`src/rtl/core/lps_pkg.sv`:
```
package lps_pkg;

  localparam int LED_COUNT  = 8;
  localparam int POS_W      = (LED_COUNT > 2) ? $clog2(LED_COUNT) : 1;
  localparam int LED_OUT_W  = 8;
  localparam int CHUNK_W    = 10;
  localparam int DB_W       = 10;
  localparam int TICK_W     = 12;
  localparam int CFG_IDX_W  = 3;
  localparam int CFG_DATA_W = 12;
  localparam int DIV_CNT_W  = $clog2(TICK_W + 1);

  localparam logic [CFG_IDX_W-1:0] REG_CHECK_CHUNK = 3'd0;
  localparam logic [CFG_IDX_W-1:0] REG_DEBOUNCE    = 3'd1;
  localparam logic [CFG_IDX_W-1:0] REG_BLANK       = 3'd2;
  localparam logic [CFG_IDX_W-1:0] REG_ALT_FRAME   = 3'd3;
  localparam logic [CFG_IDX_W-1:0] REG_SCAN_FRAME  = 3'd4;

  localparam logic [CHUNK_W-1:0] RST_CHECK_CHUNK = 10'd50;
  localparam logic [DB_W-1:0]    RST_DEBOUNCE    = 10'd30;
  localparam logic [TICK_W-1:0]  RST_BLANK       = 12'd200;
  localparam logic [TICK_W-1:0]  RST_ALT_FRAME   = 12'd400;
  localparam logic [TICK_W-1:0]  RST_SCAN_FRAME  = 12'd120;

  localparam logic [2:0] PH_SHOW    = 3'd0;
  localparam logic [2:0] PH_CONFIRM = 3'd1;
  localparam logic [2:0] PH_RELEASE = 3'd2;
  localparam logic [2:0] PH_REL_DB  = 3'd3;
  localparam logic [2:0] PH_BLANK   = 3'd4;

  typedef struct packed {
    logic                 blanking;
    logic                 pattern_mode;
    logic [LED_OUT_W-1:0] led_pattern;
  } result_t;

endpackage

```
`src/rtl/core/led_pattern_sequencer_top.sv`:
```
// Channel   | Dir | Item contents (tdata / tuser)             | Accept
// s_axis    | in  | tdata[0] button_level                     | tvalid & tready
// m_axis    | out | tdata[7:0] led_pattern, tuser mode/blank  | tvalid & tready
// cfg       | in  | cfg_index_i register index, cfg_data_i    | cfg_valid_i & cfg_ready_o
//
// One tick item per cycle unless the input is held off; each result is registered for output.
// After reset and after every register write, the input is held off while
// a shift-subtract remainder unit (one bit per cycle) computes the last sample tick of
// each frame length.
// A stalled output holds its item; input is taken while the output drains the same cycle.
// Configuration writes are always taken.
module led_pattern_sequencer_top (
  input  logic                            clk_i,
  input  logic                            rst_ni,
  input  logic                            s_axis_tvalid_i,
  output logic                            s_axis_tready_o,
  input  logic [7:0]                      s_axis_tdata_i,  // [0] button_level
  output logic                            m_axis_tvalid_o,
  input  logic                            m_axis_tready_i,
  output logic [7:0]                      m_axis_tdata_o,  // [7:0] led_pattern
  output logic [1:0]                      m_axis_tuser_o,  // [0] pattern_mode, [1] blanking
  input  logic                            cfg_valid_i,
  output logic                            cfg_ready_o,
  input  logic [lps_pkg::CFG_IDX_W-1:0]   cfg_index_i,
  input  logic [lps_pkg::CFG_DATA_W-1:0]  cfg_data_i
);
  import lps_pkg::*;

  logic [CHUNK_W-1:0] chunk_cfg_q;
  logic [DB_W-1:0]    db_cfg_q;
  logic [TICK_W-1:0]  blank_cfg_q, alt_cfg_q, scan_cfg_q;

  logic               mode_q, mode_d, odd_q, odd_d, down_q, down_d;
  logic [POS_W-1:0]   pos_q, pos_d;
  logic [2:0]         phase_q, phase_d;
  logic [TICK_W-1:0]  chunk_q, chunk_d, frame_q, frame_d, wait_q, wait_d;

  logic               start_q;
  logic [DIV_CNT_W-1:0] div_cnt_q;
  logic [TICK_W-1:0]  na_q, ns_q;
  logic [CHUNK_W-1:0] ra_q, rs_q;
  logic               busy;

  logic               out_valid_q;
  result_t            out_q, res;

  logic               cfg_we, in_acc, lvl;
  logic [CHUNK_W-1:0] chunk_eff;
  logic [TICK_W-1:0]  alt_eff, scan_eff, flen, full;
  logic [CHUNK_W:0]   ta, ts;
  logic [TICK_W:0]    wait_inc, frame_inc, chunk_inc;
  logic               show_eff, toggle_f, finish_f, endframe_f;
  logic               ef_odd, ef_down;
  logic [POS_W-1:0]   ef_pos;
  logic [LED_OUT_W-1:0] pat;

  localparam logic [POS_W-1:0] POS_TOP = POS_W'(LED_COUNT - 1);

  assign cfg_ready_o = 1'b1;
  assign cfg_we      = cfg_valid_i & cfg_ready_o;
  assign busy        = start_q | (div_cnt_q != '0);
  assign s_axis_tready_o = ~busy & (~out_valid_q | m_axis_tready_i);
  assign in_acc      = s_axis_tvalid_i & s_axis_tready_o;
  assign lvl         = s_axis_tdata_i[0];

  assign chunk_eff = (chunk_cfg_q == '0) ? CHUNK_W'(1) : chunk_cfg_q;
  assign alt_eff   = (alt_cfg_q == '0) ? TICK_W'(1) : alt_cfg_q;
  assign scan_eff  = (scan_cfg_q == '0) ? TICK_W'(1) : scan_cfg_q;
  assign flen      = mode_q ? scan_eff : alt_eff;
  assign full      = mode_q ? (scan_eff - TICK_W'(rs_q)) : (alt_eff - TICK_W'(ra_q));

  always_ff @(posedge clk_i or negedge rst_ni) begin
    if (!rst_ni) begin
      chunk_cfg_q <= RST_CHECK_CHUNK;
      db_cfg_q    <= RST_DEBOUNCE;
      blank_cfg_q <= RST_BLANK;
      alt_cfg_q   <= RST_ALT_FRAME;
      scan_cfg_q  <= RST_SCAN_FRAME;
    end else if (cfg_we) begin
      unique case (cfg_index_i)
        REG_CHECK_CHUNK: chunk_cfg_q <= cfg_data_i[CHUNK_W-1:0];
        REG_DEBOUNCE:    db_cfg_q    <= cfg_data_i[DB_W-1:0];
        REG_BLANK:       blank_cfg_q <= cfg_data_i[TICK_W-1:0];
        REG_ALT_FRAME:   alt_cfg_q   <= cfg_data_i[TICK_W-1:0];
        REG_SCAN_FRAME:  scan_cfg_q  <= cfg_data_i[TICK_W-1:0];
        default: ;
      endcase
    end
  end

  // frame length mod chunk, both modes, one bit per cycle
  assign ta = {ra_q, na_q[TICK_W-1]};
  assign ts = {rs_q, ns_q[TICK_W-1]};

  always_ff @(posedge clk_i or negedge rst_ni) begin
    if (!rst_ni) begin
      start_q   <= 1'b1;
      div_cnt_q <= '0;
      ra_q      <= '0;
      rs_q      <= '0;
    end else if (cfg_we) begin
      start_q   <= 1'b1;
      div_cnt_q <= '0;
    end else if (start_q) begin
      start_q   <= 1'b0;
      div_cnt_q <= DIV_CNT_W'(TICK_W);
      ra_q      <= '0;
      rs_q      <= '0;
    end else if (div_cnt_q != '0) begin
      div_cnt_q <= div_cnt_q - DIV_CNT_W'(1);
      ra_q <= (ta >= {1'b0, chunk_eff}) ? CHUNK_W'(ta - {1'b0, chunk_eff}) : CHUNK_W'(ta);
      rs_q <= (ts >= {1'b0, chunk_eff}) ? CHUNK_W'(ts - {1'b0, chunk_eff}) : CHUNK_W'(ts);
    end
  end

  always_ff @(posedge clk_i) begin
    if (start_q) begin
      na_q <= alt_eff;
      ns_q <= scan_eff;
    end else begin
      na_q <= {na_q[TICK_W-2:0], 1'b0};
      ns_q <= {ns_q[TICK_W-2:0], 1'b0};
    end
  end

  // pattern and scanner step
  always_comb begin
    pat = '0;
    for (int i = 0; i < LED_OUT_W; i++) begin
      if (i < LED_COUNT) begin
        if (mode_q) begin
          pat[i] = (pos_q == POS_W'(i));
        end else begin
          pat[i] = (((i % 2) != 0) == odd_q);
        end
      end
    end
  end

  always_comb begin
    ef_pos = pos_q;
    if (down_q) begin
      if (pos_q != '0) ef_pos = pos_q - POS_W'(1);
    end else if (pos_q < POS_TOP) begin
      ef_pos = pos_q + POS_W'(1);
    end
    ef_down = down_q;
    if (ef_pos >= POS_TOP) ef_down = 1'b1;
    if (ef_pos == '0) ef_down = 1'b0;
    ef_odd = ~odd_q;
  end

  assign show_eff         = (phase_q > PH_BLANK) || (phase_q == PH_SHOW);
  assign res.led_pattern  = (phase_q == PH_BLANK) ? '0 : pat;
  assign res.pattern_mode = mode_q;
  assign res.blanking     = ~show_eff;

  assign wait_inc  = {1'b0, wait_q} + (TICK_W+1)'(1);
  assign frame_inc = {1'b0, frame_q} + (TICK_W+1)'(1);
  assign chunk_inc = {1'b0, chunk_q} + (TICK_W+1)'(1);

  always_comb begin
    mode_d = mode_q;
    odd_d = odd_q;
    pos_d = pos_q;
    down_d = down_q;
    phase_d = phase_q;
    chunk_d = chunk_q;
    frame_d = frame_q;
    wait_d = wait_q;
    toggle_f = 1'b0;
    finish_f = 1'b0;
    endframe_f = 1'b0;
    unique case (phase_q)
      PH_CONFIRM: begin
        wait_d = wait_inc[TICK_W-1:0];
        if (wait_inc >= (TICK_W+1)'(db_cfg_q)) begin
          if (!lvl) begin
            phase_d = PH_RELEASE;
          end else begin
            phase_d = PH_SHOW;
            endframe_f = (frame_q >= flen);
          end
        end
      end
      PH_RELEASE: begin
        if (lvl) begin
          if (db_cfg_q == '0) begin
            toggle_f = 1'b1;
          end else begin
            phase_d = PH_REL_DB;
            wait_d  = '0;
          end
        end
      end
      PH_REL_DB: begin
        wait_d = wait_inc[TICK_W-1:0];
        toggle_f = (wait_inc >= (TICK_W+1)'(db_cfg_q));
      end
      PH_BLANK: begin
        wait_d = wait_inc[TICK_W-1:0];
        finish_f = (wait_inc >= {1'b0, blank_cfg_q});
      end
      default: begin
        phase_d = PH_SHOW;
        chunk_d = chunk_inc[TICK_W-1:0];
        frame_d = frame_inc[TICK_W-1:0];
        if (chunk_inc >= (TICK_W+1)'(chunk_eff) && frame_inc <= {1'b0, full}) begin
          chunk_d = '0;
        end
        if (chunk_inc >= (TICK_W+1)'(chunk_eff) && frame_inc <= {1'b0, full} && !lvl) begin
          if (db_cfg_q == '0) begin
            phase_d = PH_RELEASE;
          end else begin
            phase_d = PH_CONFIRM;
            wait_d  = '0;
          end
        end else begin
          endframe_f = (frame_inc >= {1'b0, flen});
        end
      end
    endcase
    if (toggle_f) begin
      mode_d = ~mode_q;
      if (blank_cfg_q == '0) begin
        finish_f = 1'b1;
      end else begin
        phase_d = PH_BLANK;
        wait_d  = '0;
      end
    end
    if (finish_f) begin
      phase_d = PH_SHOW;
      frame_d = '0;
      chunk_d = '0;
      odd_d   = 1'b0;
    end
    if (endframe_f) begin
      frame_d = '0;
      chunk_d = '0;
      if (!mode_q) begin
        odd_d = ef_odd;
      end else begin
        pos_d  = ef_pos;
        down_d = ef_down;
      end
    end
  end

  always_ff @(posedge clk_i or negedge rst_ni) begin
    if (!rst_ni) begin
      mode_q  <= 1'b0;
      odd_q   <= 1'b0;
      pos_q   <= '0;
      down_q  <= 1'b0;
      phase_q <= PH_SHOW;
      chunk_q <= '0;
      frame_q <= '0;
      wait_q  <= '0;
    end else if (in_acc) begin
      mode_q  <= mode_d;
      odd_q   <= odd_d;
      pos_q   <= pos_d;
      down_q  <= down_d;
      phase_q <= phase_d;
      chunk_q <= chunk_d;
      frame_q <= frame_d;
      wait_q  <= wait_d;
    end
  end

  always_ff @(posedge clk_i or negedge rst_ni) begin
    if (!rst_ni) begin
      out_valid_q <= 1'b0;
    end else if (in_acc) begin
      out_valid_q <= 1'b1;
    end else if (m_axis_tready_i) begin
      out_valid_q <= 1'b0;
    end
  end

  always_ff @(posedge clk_i) begin
    if (in_acc) out_q <= res;
  end

  assign m_axis_tvalid_o = out_valid_q;
  assign m_axis_tdata_o  = out_q.led_pattern;
  assign m_axis_tuser_o  = {out_q.blanking, out_q.pattern_mode};

  a_busy_stalls: assert property (@(posedge clk_i) disable iff (!rst_ni)
    busy |-> !s_axis_tready_o) else $error("item accepted while remainder unit busy");

  a_cfg_restarts: assert property (@(posedge clk_i) disable iff (!rst_ni)
    cfg_we |=> busy) else $error("register write did not restart remainder unit");

  a_blank_dark: assert property (@(posedge clk_i) disable iff (!rst_ni)
    (in_acc && phase_q == PH_BLANK) |=> (m_axis_tdata_o == '0 && m_axis_tuser_o[1]))
    else $error("LEDs lit during blank");

  a_mode_toggle: assert property (@(posedge clk_i) disable iff (!rst_ni)
    (mode_q != $past(mode_q)) |->
      ($past(in_acc) && ($past(phase_q) == PH_REL_DB || $past(phase_q) == PH_RELEASE)))
    else $error("mode changed outside release handling");

endmodule

```
`config.mk`:
```
export PLATFORM = sky130hd
export DESIGN_NAME = led_pattern_sequencer_top
export DESIGN_NICKNAME = d
export VERILOG_FILES = /design/src/rtl/core/lps_pkg.sv /design/src/rtl/core/led_pattern_sequencer_top.sv
export SDC_FILE = /design/constraint.sdc
export NUM_CORES = 1
export LEC_CHECK = 0
export BUFFER_PORTS_ARGS = -buffer_cell sky130_fd_sc_hd__buf_2
export CAP_MARGIN = 5
export CELL_PAD_IN_SITES_DETAIL_PLACEMENT = 0
export CELL_PAD_IN_SITES_GLOBAL_PLACEMENT = 2
export CORE_UTILIZATION = 40
export DETAILED_ROUTE_END_ITERATION = 16
export PLACE_DENSITY = 0.88
export SLEW_MARGIN = 20
export SYNTH_ARGS = -nofsm -noshare
export SYNTH_HDL_FRONTEND = slang
export SYNTH_SLANG_ARGS = --single-unit
```
`constraint.sdc`:
```
create_clock -name clk_i -period 5.9 [get_ports clk_i]
set_input_delay 0.295 -clock clk_i [delete_from_list [all_inputs] [get_ports clk_i]]
set_output_delay 0.295 -clock clk_i [all_outputs]
set_load 0.05 [all_outputs]
```
Yosys cells after proc, flatten, opt, wreduce, memory -nomap -nowiden
Cells that the tools add are included.

cells by class
  $add $sub $neg = 10
  muxes and demuxes = 68
  bitwise gates (word level) = 10
  order comparisons = 11
  reductions and logical operators = 33
  equality and inequality tests = 16

operator list
  kind                   count
  $mux 12                18
  $mux 10                7
  $add 12x1->13 const B  3
  $logic_not 12->1       3
  $mux 3                 9
  $ge 13x10->1           2
  $ge 13x12->1           2
  $mux 1                 24
  $pmux 12 s2            1
  $sub 12x10->12         2
  $ge 11x10->1           2
  $logic_not 10->1       2
  $sub 10x10->10         2
  $eq 3x2->1 const B     6
  $eq 3x3->1 const B     6
  $reduce_and 2->1       8
  $le 13x12->1           1
  $ge 12x12->1           1
  $logic_not 3->1        4
  $mux 4                 3
  $eq 3x1->1 const B     3
  $pmux 3 s3             1
  $mux 2                 3
  $not 1->1              6
  21 further kinds       29

word-level totals
  output and inout bits = 13
  word-level logic and storage cells = 173
  input bits = 28
  register bits = 161

Depth between registers and ports, before layout
  depth after elaboration = 12
  mapped depth = 22
  depth with buffers taken out = 21

Worst setup path after synthesis
No wires, ideal clock.

  path kind = flip-flop to flip-flop
  start point = reg scan_cfg_q[10]
  end point = reg chunk_q[10]
  stages on the path, launching flop included = 22
  slack = 1,419 ps
  period minus slack after synthesis = 4,481 ps
  arrival time = 4,417 ps
  path buffers = 1
  data required time = 5,836 ps
  path through = dfrtp_1 > nor4_1 > a31oi_1 > ha_1 > fa_1 > nor2b_1 > o21ai_0 > a21boi_0 > o21ai_0 > a21oi_1 > a221oi_1 > xor2_1 > mux2i_1 > ha_1 > a21o_1 > a21oi_1 > a31oi_1 > a2111oi_4 > o211ai_2 > clkbuf_1 > nor4_1 > a21o_1

on the way
  word-level cells in the longest chain between the ends = 11
  elaborated cells between the ends (all ways) = 20
  classes of those cells = add/sub: 1; order compare: 3; eq/ne: 1; mux: 11; reduce/logical: 4

RTL lines
  item                               RTL line                                                            text
  start: declaration                 led_pattern_sequencer_top.sv:31                                     logic [TICK_W-1:0] blank_cfg_q, alt_cfg_q, scan_cfg_q;
  start signal: assignment           led_pattern_sequencer_top.sv:85                                     REG_SCAN_FRAME: scan_cfg_q <= cfg_data_i[TICK_W-1:0];
  $logic_not 12->1                   led_pattern_sequencer_top.sv:68                                     assign scan_eff = (scan_cfg_q == '0) ? TICK_W'(1) : scan_cfg_q;
  $mux 12 *                          led_pattern_sequencer_top.sv:68
  $sub 12x10->12                     led_pattern_sequencer_top.sv:70                                     assign full = mode_q ? (scan_eff - TICK_W'(rs_q)) : (alt_eff - TICK_W'(ra_q));
  $mux 12                            led_pattern_sequencer_top.sv:70
  $le 13x12->1                       led_pattern_sequencer_top.sv:208, led_pattern_sequencer_top.sv:211
  $logic_and 1x1->1                  led_pattern_sequencer_top.sv:208, led_pattern_sequencer_top.sv:211
  $logic_and 1x1->1                  led_pattern_sequencer_top.sv:211                                    if (chunk_inc >= (TICK_W+1)'(chunk_eff) && frame_inc <= {1'b0, full} && !lvl) begin
  $mux 1                             led_pattern_sequencer_top.sv:211
  $pmux 1 s2                         led_pattern_sequencer_top.sv:174                                    unique case (phase_q)
  $ne 3x1->1 (no source line)        -
  $reduce_and 2->1 (no source line)  -
  end signal: assignment             led_pattern_sequencer_top.sv:266                                    chunk_q <= chunk_d;
  end: declaration                   led_pattern_sequencer_top.sv:36                                     logic [TICK_W-1:0] chunk_q, chunk_d, frame_q, frame_d, wait_q, wait_d;

Every way passes the cells marked *; elsewhere a longest branch is shown, timed or not. The select of a mux whose other input is x is not followed.
A chain may end at the register's enable or synchronous reset.

Worst setup path after layout
  start point = reg scan_cfg_q[9]
  end point = reg chunk_q[11]

Same word-level chain as after synthesis.

==> results.rst <==
.. list-table::
   :header-rows: 1

   * - Metric
     - Value
   * - Net Sw Power
     - 1.871 mW
   * - Maximum single-stage delay on the critical path
     - 640 ps
   * - Net count after synthesis
     - 1360
   * - Period minus WS final
     - 5383 ps
   * - Sort of element at the end of the critical path
     - flip-flop
   * - Synthesized area divided by synthesized cell count
     - 9.208 um^2
   * - Max Transition Viols Final
     - 0
   * - Worst vdd rail ir drop
     - 0.1889 mV
   * - Switching power share of the total
     - 39.71%
   * - Total negative slack for setup checks
     - 0 ps
   * - Synthesis warning total
     - 0
   * - Routed len/inst
     - 17.14 um
   * - Summed instance area of the synthesized netlist
     - 11110 um^2
   * - Critical path's top delay family
     - compound AO/OA/AOI/OAI gates
   * - Initial antenna violation count
     - 0
   * - Cell type with the highest aggregate area in the netlist
     - sky130_fd_sc_hd__dfrtp_1
   * - Maximum number of pins on one net before global-route repair
     - 69
   * - Worst-path maximum fanout
     - 18
   * - Post-CTS setup buffers
     - 0
   * - Part of the cycle the worst path needs
     - 91.23%
   * - Die Outline Area
     - 28460 um^2
   * - Arrival time at the worst endpoint
     - 5700 ps
   * - Max Clock Skew
     - 21.17 ps
   * - Leakage
     - 5.616 nW
   * - Power share of the combinational group
     - 43.4%
   * - Count of boundary I/O pins
     - 41
   * - GRT overflow
     - 0
   * - Number of buffers created by CTS
     - 17
   * - Most used flip-flop cell after synthesis
     - sky130_fd_sc_hd__dfrtp_1
   * - Worst hold path class
     - input pin to flip-flop
   * - Post-route antenna net violation count
     - 0
   * - Part of the power in registers
     - 32.8%
   * - Reported max-cap violation count
     - 0
   * - Routed wire length
     - 27.52 mm
   * - Detailed router's first-iteration violation count
     - 532
   * - Buffer levels on the longest clock path
     - 2
   * - FF+latch count, synth
     - 161
   * - Later-pin clock latency in the skew report
     - 450 ps
   * - RSZ-0062 raised after global routing
     - no
   * - Floorplan Core Area
     - 27100 um^2
   * - Post-synthesis async set-or-reset flop share
     - 78.88%
   * - Multi-input gate area
     - 6646 um^2
   * - Overall global routing resource usage
     - 20.29%
   * - Width of the die
     - 168.7 um
   * - Root Buffer
     - sky130_fd_sc_hd__clkbuf_16
   * - Num rows
     - 60
   * - Transition at the pin with the smallest max-transition slack
     - 1063 ps
   * - Sum of buffers and inverters on the critical path
     - 1
   * - Run status
     - complete, no violations
   * - Clock transition at the registers of the reported paths
     - 70 ps
   * - Clock share of power
     - 23.8%
   * - Number of nets in the finished design
     - 1373
   * - FF/Latch Area
     - 3981 um^2
   * - Internal power of the cells
     - 2.842 mW
   * - Area share of the leading cell type in the synthesized netlist
     - 24.54%
   * - Category of the worst setup path launch point
     - flip-flop
   * - Cell at the slowest stage of the critical path
     - sky130_fd_sc_hd__o211ai_2
   * - Global-route wire length before repair
     - 45.08 mm
   * - Design Power
     - 4.713 mW
   * - Port Buffers
     - 32
   * - Share of final-layout standard cells stronger than drive strength 1
     - 13.54%
   * - Number of vias in the routed layout
     - 8653
   * - Routability-driven placement congestion ratio
     - 0.8260
   * - Top post-synthesis cells by count
     - sky130_fd_sc_hd__nand2_1 (123), sky130_fd_sc_hd__ha_1 (121), sky130_fd_sc_hd__dfrtp_1 (109), sky130_fd_sc_hd__o21ai_0 (97), sky130_fd_sc_hd__inv_1 (83)
   * - Pwr Density
     - 384.1 nW/um^2
   * - Initial DRT Pass Iterations
     - 5
   * - Cells taking the most area after synthesis
     - sky130_fd_sc_hd__dfrtp_1 (25%), sky130_fd_sc_hd__ha_1 (14%), sky130_fd_sc_hd__mux2_2 (5.1%)
   * - Clock tree from TritonCTS
     - yes
   * - Type of the worst setup path
     - flip-flop to flip-flop
   * - Fmax
     - 0.1858 GHz
   * - Number of H-tree levels
     - 4
   * - Final hold violations
     - 0
   * - HPWL after detailed placement
     - 20.83 mm
   * - Number of enable flip-flop cells after synthesis
     - 10
   * - Number of fill cells
     - 2668
   * - Vias in the first global route
     - 8360
   * - Worst path required time
     - 6210 ps
   * - List of cells traversed by the critical path
     - nor4_1, a31oi_1, ha_1, fa_1, nor2b_1, o21ai_0, a21boi_0, o21ai_0, a21oi_1, a221oi_1, xor2_1, mux2i_1, ha_1, nand3_1, nor3_1, o31ai_1, a31oi_1, a2111oi_4, buf_4, o211ai_2, nor2_1, a211o_1
   * - Most frequent cell after synthesis
     - sky130_fd_sc_hd__nand2_1
   * - Die height
     - 168.7 um
   * - Layout overhead on the synthesized area
     - 10.41%
   * - Post-synthesis sequential area ratio
     - 35.82%
   * - Clock Sinks
     - 161
   * - Starting density of the core
     - 41.01%
   * - Synthesized instance count
     - 1207
   * - Synth cell types
     - 74
   * - Final routed DRC violation total
     - 0
   * - Number of setup violations in the final report
     - 0
   * - Headroom to the max-slew limit
     - 28.92%
   * - Via/cell ratio
     - 5.388
[cells by family after synthesis]
logic type               share of synthesized area (%)
other                                          0.03374
XOR/XNOR                                         4.334
buffers and inverters                            4.784
multiplexers                                     8.128
AND/OR/NAND/NOR                                  14.92
AO/OA/AOI/OAI                                    17.64
flip-flops                                       35.82
adder cells (fa/ha/maj)                          14.34
[state kept, by name, indices dropped and copies added, names as in the netlist, 2 cells and up]
signal / count
alt_cfg_q: 12
blank_cfg_q: 12
chunk_q: 12
frame_q: 12
na_q: 12
ns_q: 12
scan_cfg_q: 12
wait_q: 12
chunk_cfg_q: 10
db_cfg_q: 10
ra_q: 10
rs_q: 10
m_axis_tdata_o: 8
div_cnt_q: 4
phase_q: 3
pos_q: 3
m_axis_tuser_o: 2
[layer usage]
metal	track usage [%]	share of wire (%)	vias up
met3	2.151	2.4	27
met2	31.98	45	127
met4	5.534	1.4	0
met5	0	0	-
met1	29.43	51	4139
li1	-	-	4360
[layout by cell type (no fill, tap or decap), types with 14 or more instances in the layout]
cell and n:
sky130_fd_sc_hd__nor3_1 29, sky130_fd_sc_hd__nand2_1 123, sky130_fd_sc_hd__o21ai_0 97, sky130_fd_sc_hd__nor4_1 17, sky130_fd_sc_hd__nor2_1 57, sky130_fd_sc_hd__dfstp_2 18
sky130_fd_sc_hd__mux2_2 50, sky130_fd_sc_hd__xor2_1 22, sky130_fd_sc_hd__nand3_1 34, sky130_fd_sc_hd__dfxtp_1 24, sky130_fd_sc_hd__buf_2 31, sky130_fd_sc_hd__xnor2_1 33
sky130_fd_sc_hd__mux2i_1 34, sky130_fd_sc_hd__dfrtp_1 109, sky130_fd_sc_hd__nor2b_1 17, sky130_fd_sc_hd__inv_1 83, sky130_fd_sc_hd__clkbuf_16 18, sky130_fd_sc_hd__and3_1 14
sky130_fd_sc_hd__nand2b_1 20, sky130_fd_sc_hd__a21oi_1 60, sky130_fd_sc_hd__a21o_1 25, sky130_fd_sc_hd__ha_1 121
[path summary, 6_finish.rpt]
path,endpoint,cells after the start,slack [ps],from
setup reg to reg,chunk_q[11]$_DFFE_PN0P_,22,520,scan_cfg_q[9]$_DFFE_PN0P_
hold reg to reg,na_q[9]$_DFF_P_,1,450,na_q[8]$_DFF_P_
hold / removal,start_q$_DFF_PN1_,1,20,cfg_valid_i
setup / recovery,chunk_q[11]$_DFFE_PN0P_,22,520,scan_cfg_q[9]$_DFFE_PN0P_
max in group asynchronous,alt_cfg_q[1]$_DFFE_PN0P_,3,4210,rst_ni
min in group asynchronous,rs_q[5]$_DFFE_PN0P_,2,430,rst_ni
[stage by stage]
step / instance area (um^2) / hold WS (ps) / instances / util, % / setup slack [ps]
after global routing: 12270 / 9.815 / 1605 / 45.27 / 23.58
after detailed placement: 11660 / 358.7 / 1572 / 43.01 / 491.7
final: 12270 / 18.77 / 1606 / 45.28 / 517.2
after CTS: 12250 / 9.833 / 1605 / 45.21 / 466.6
after global placement: 11660 / 356.8 / 1572 / 43.01 / 544.9
after floorplan: 11110 / -0.5911 / 1207 / - / 1419
[final cells by class]
type / instances / share of cell area [%]
Timing Repair Buffer: 46 / 2.233
Inverter: 84 / 2.569
Antenna cell: 1 / 0.02039
Multi-Input combinational cell: 910 / 54.16
Clock inverter: 13 / 1.081
Clock buffer: 19 / 3.701
Tap cell: 372 / 3.793
Sequential cell: 161 / 32.44
[timing repair]
item | CTS | global route
hold buffers | 1 | 0
endpoints found under the hold margin | 59 | 0
gates resized for setup | 0 | 0
[power groups by stage]
stage          clock (mW)  sequential [mW]  combinational, mW
4_1_cts              1.14             1.54               2.04
5_1_grt              1.19             1.58               2.33
3_5_place_dp            0             1.57               2.03
3_3_place_gp            0             1.56               2.00
2_1_floorplan           0             1.50               1.59
6_report             1.12             1.55               2.05
Note: power is estimated with default switching activity, not from simulation.
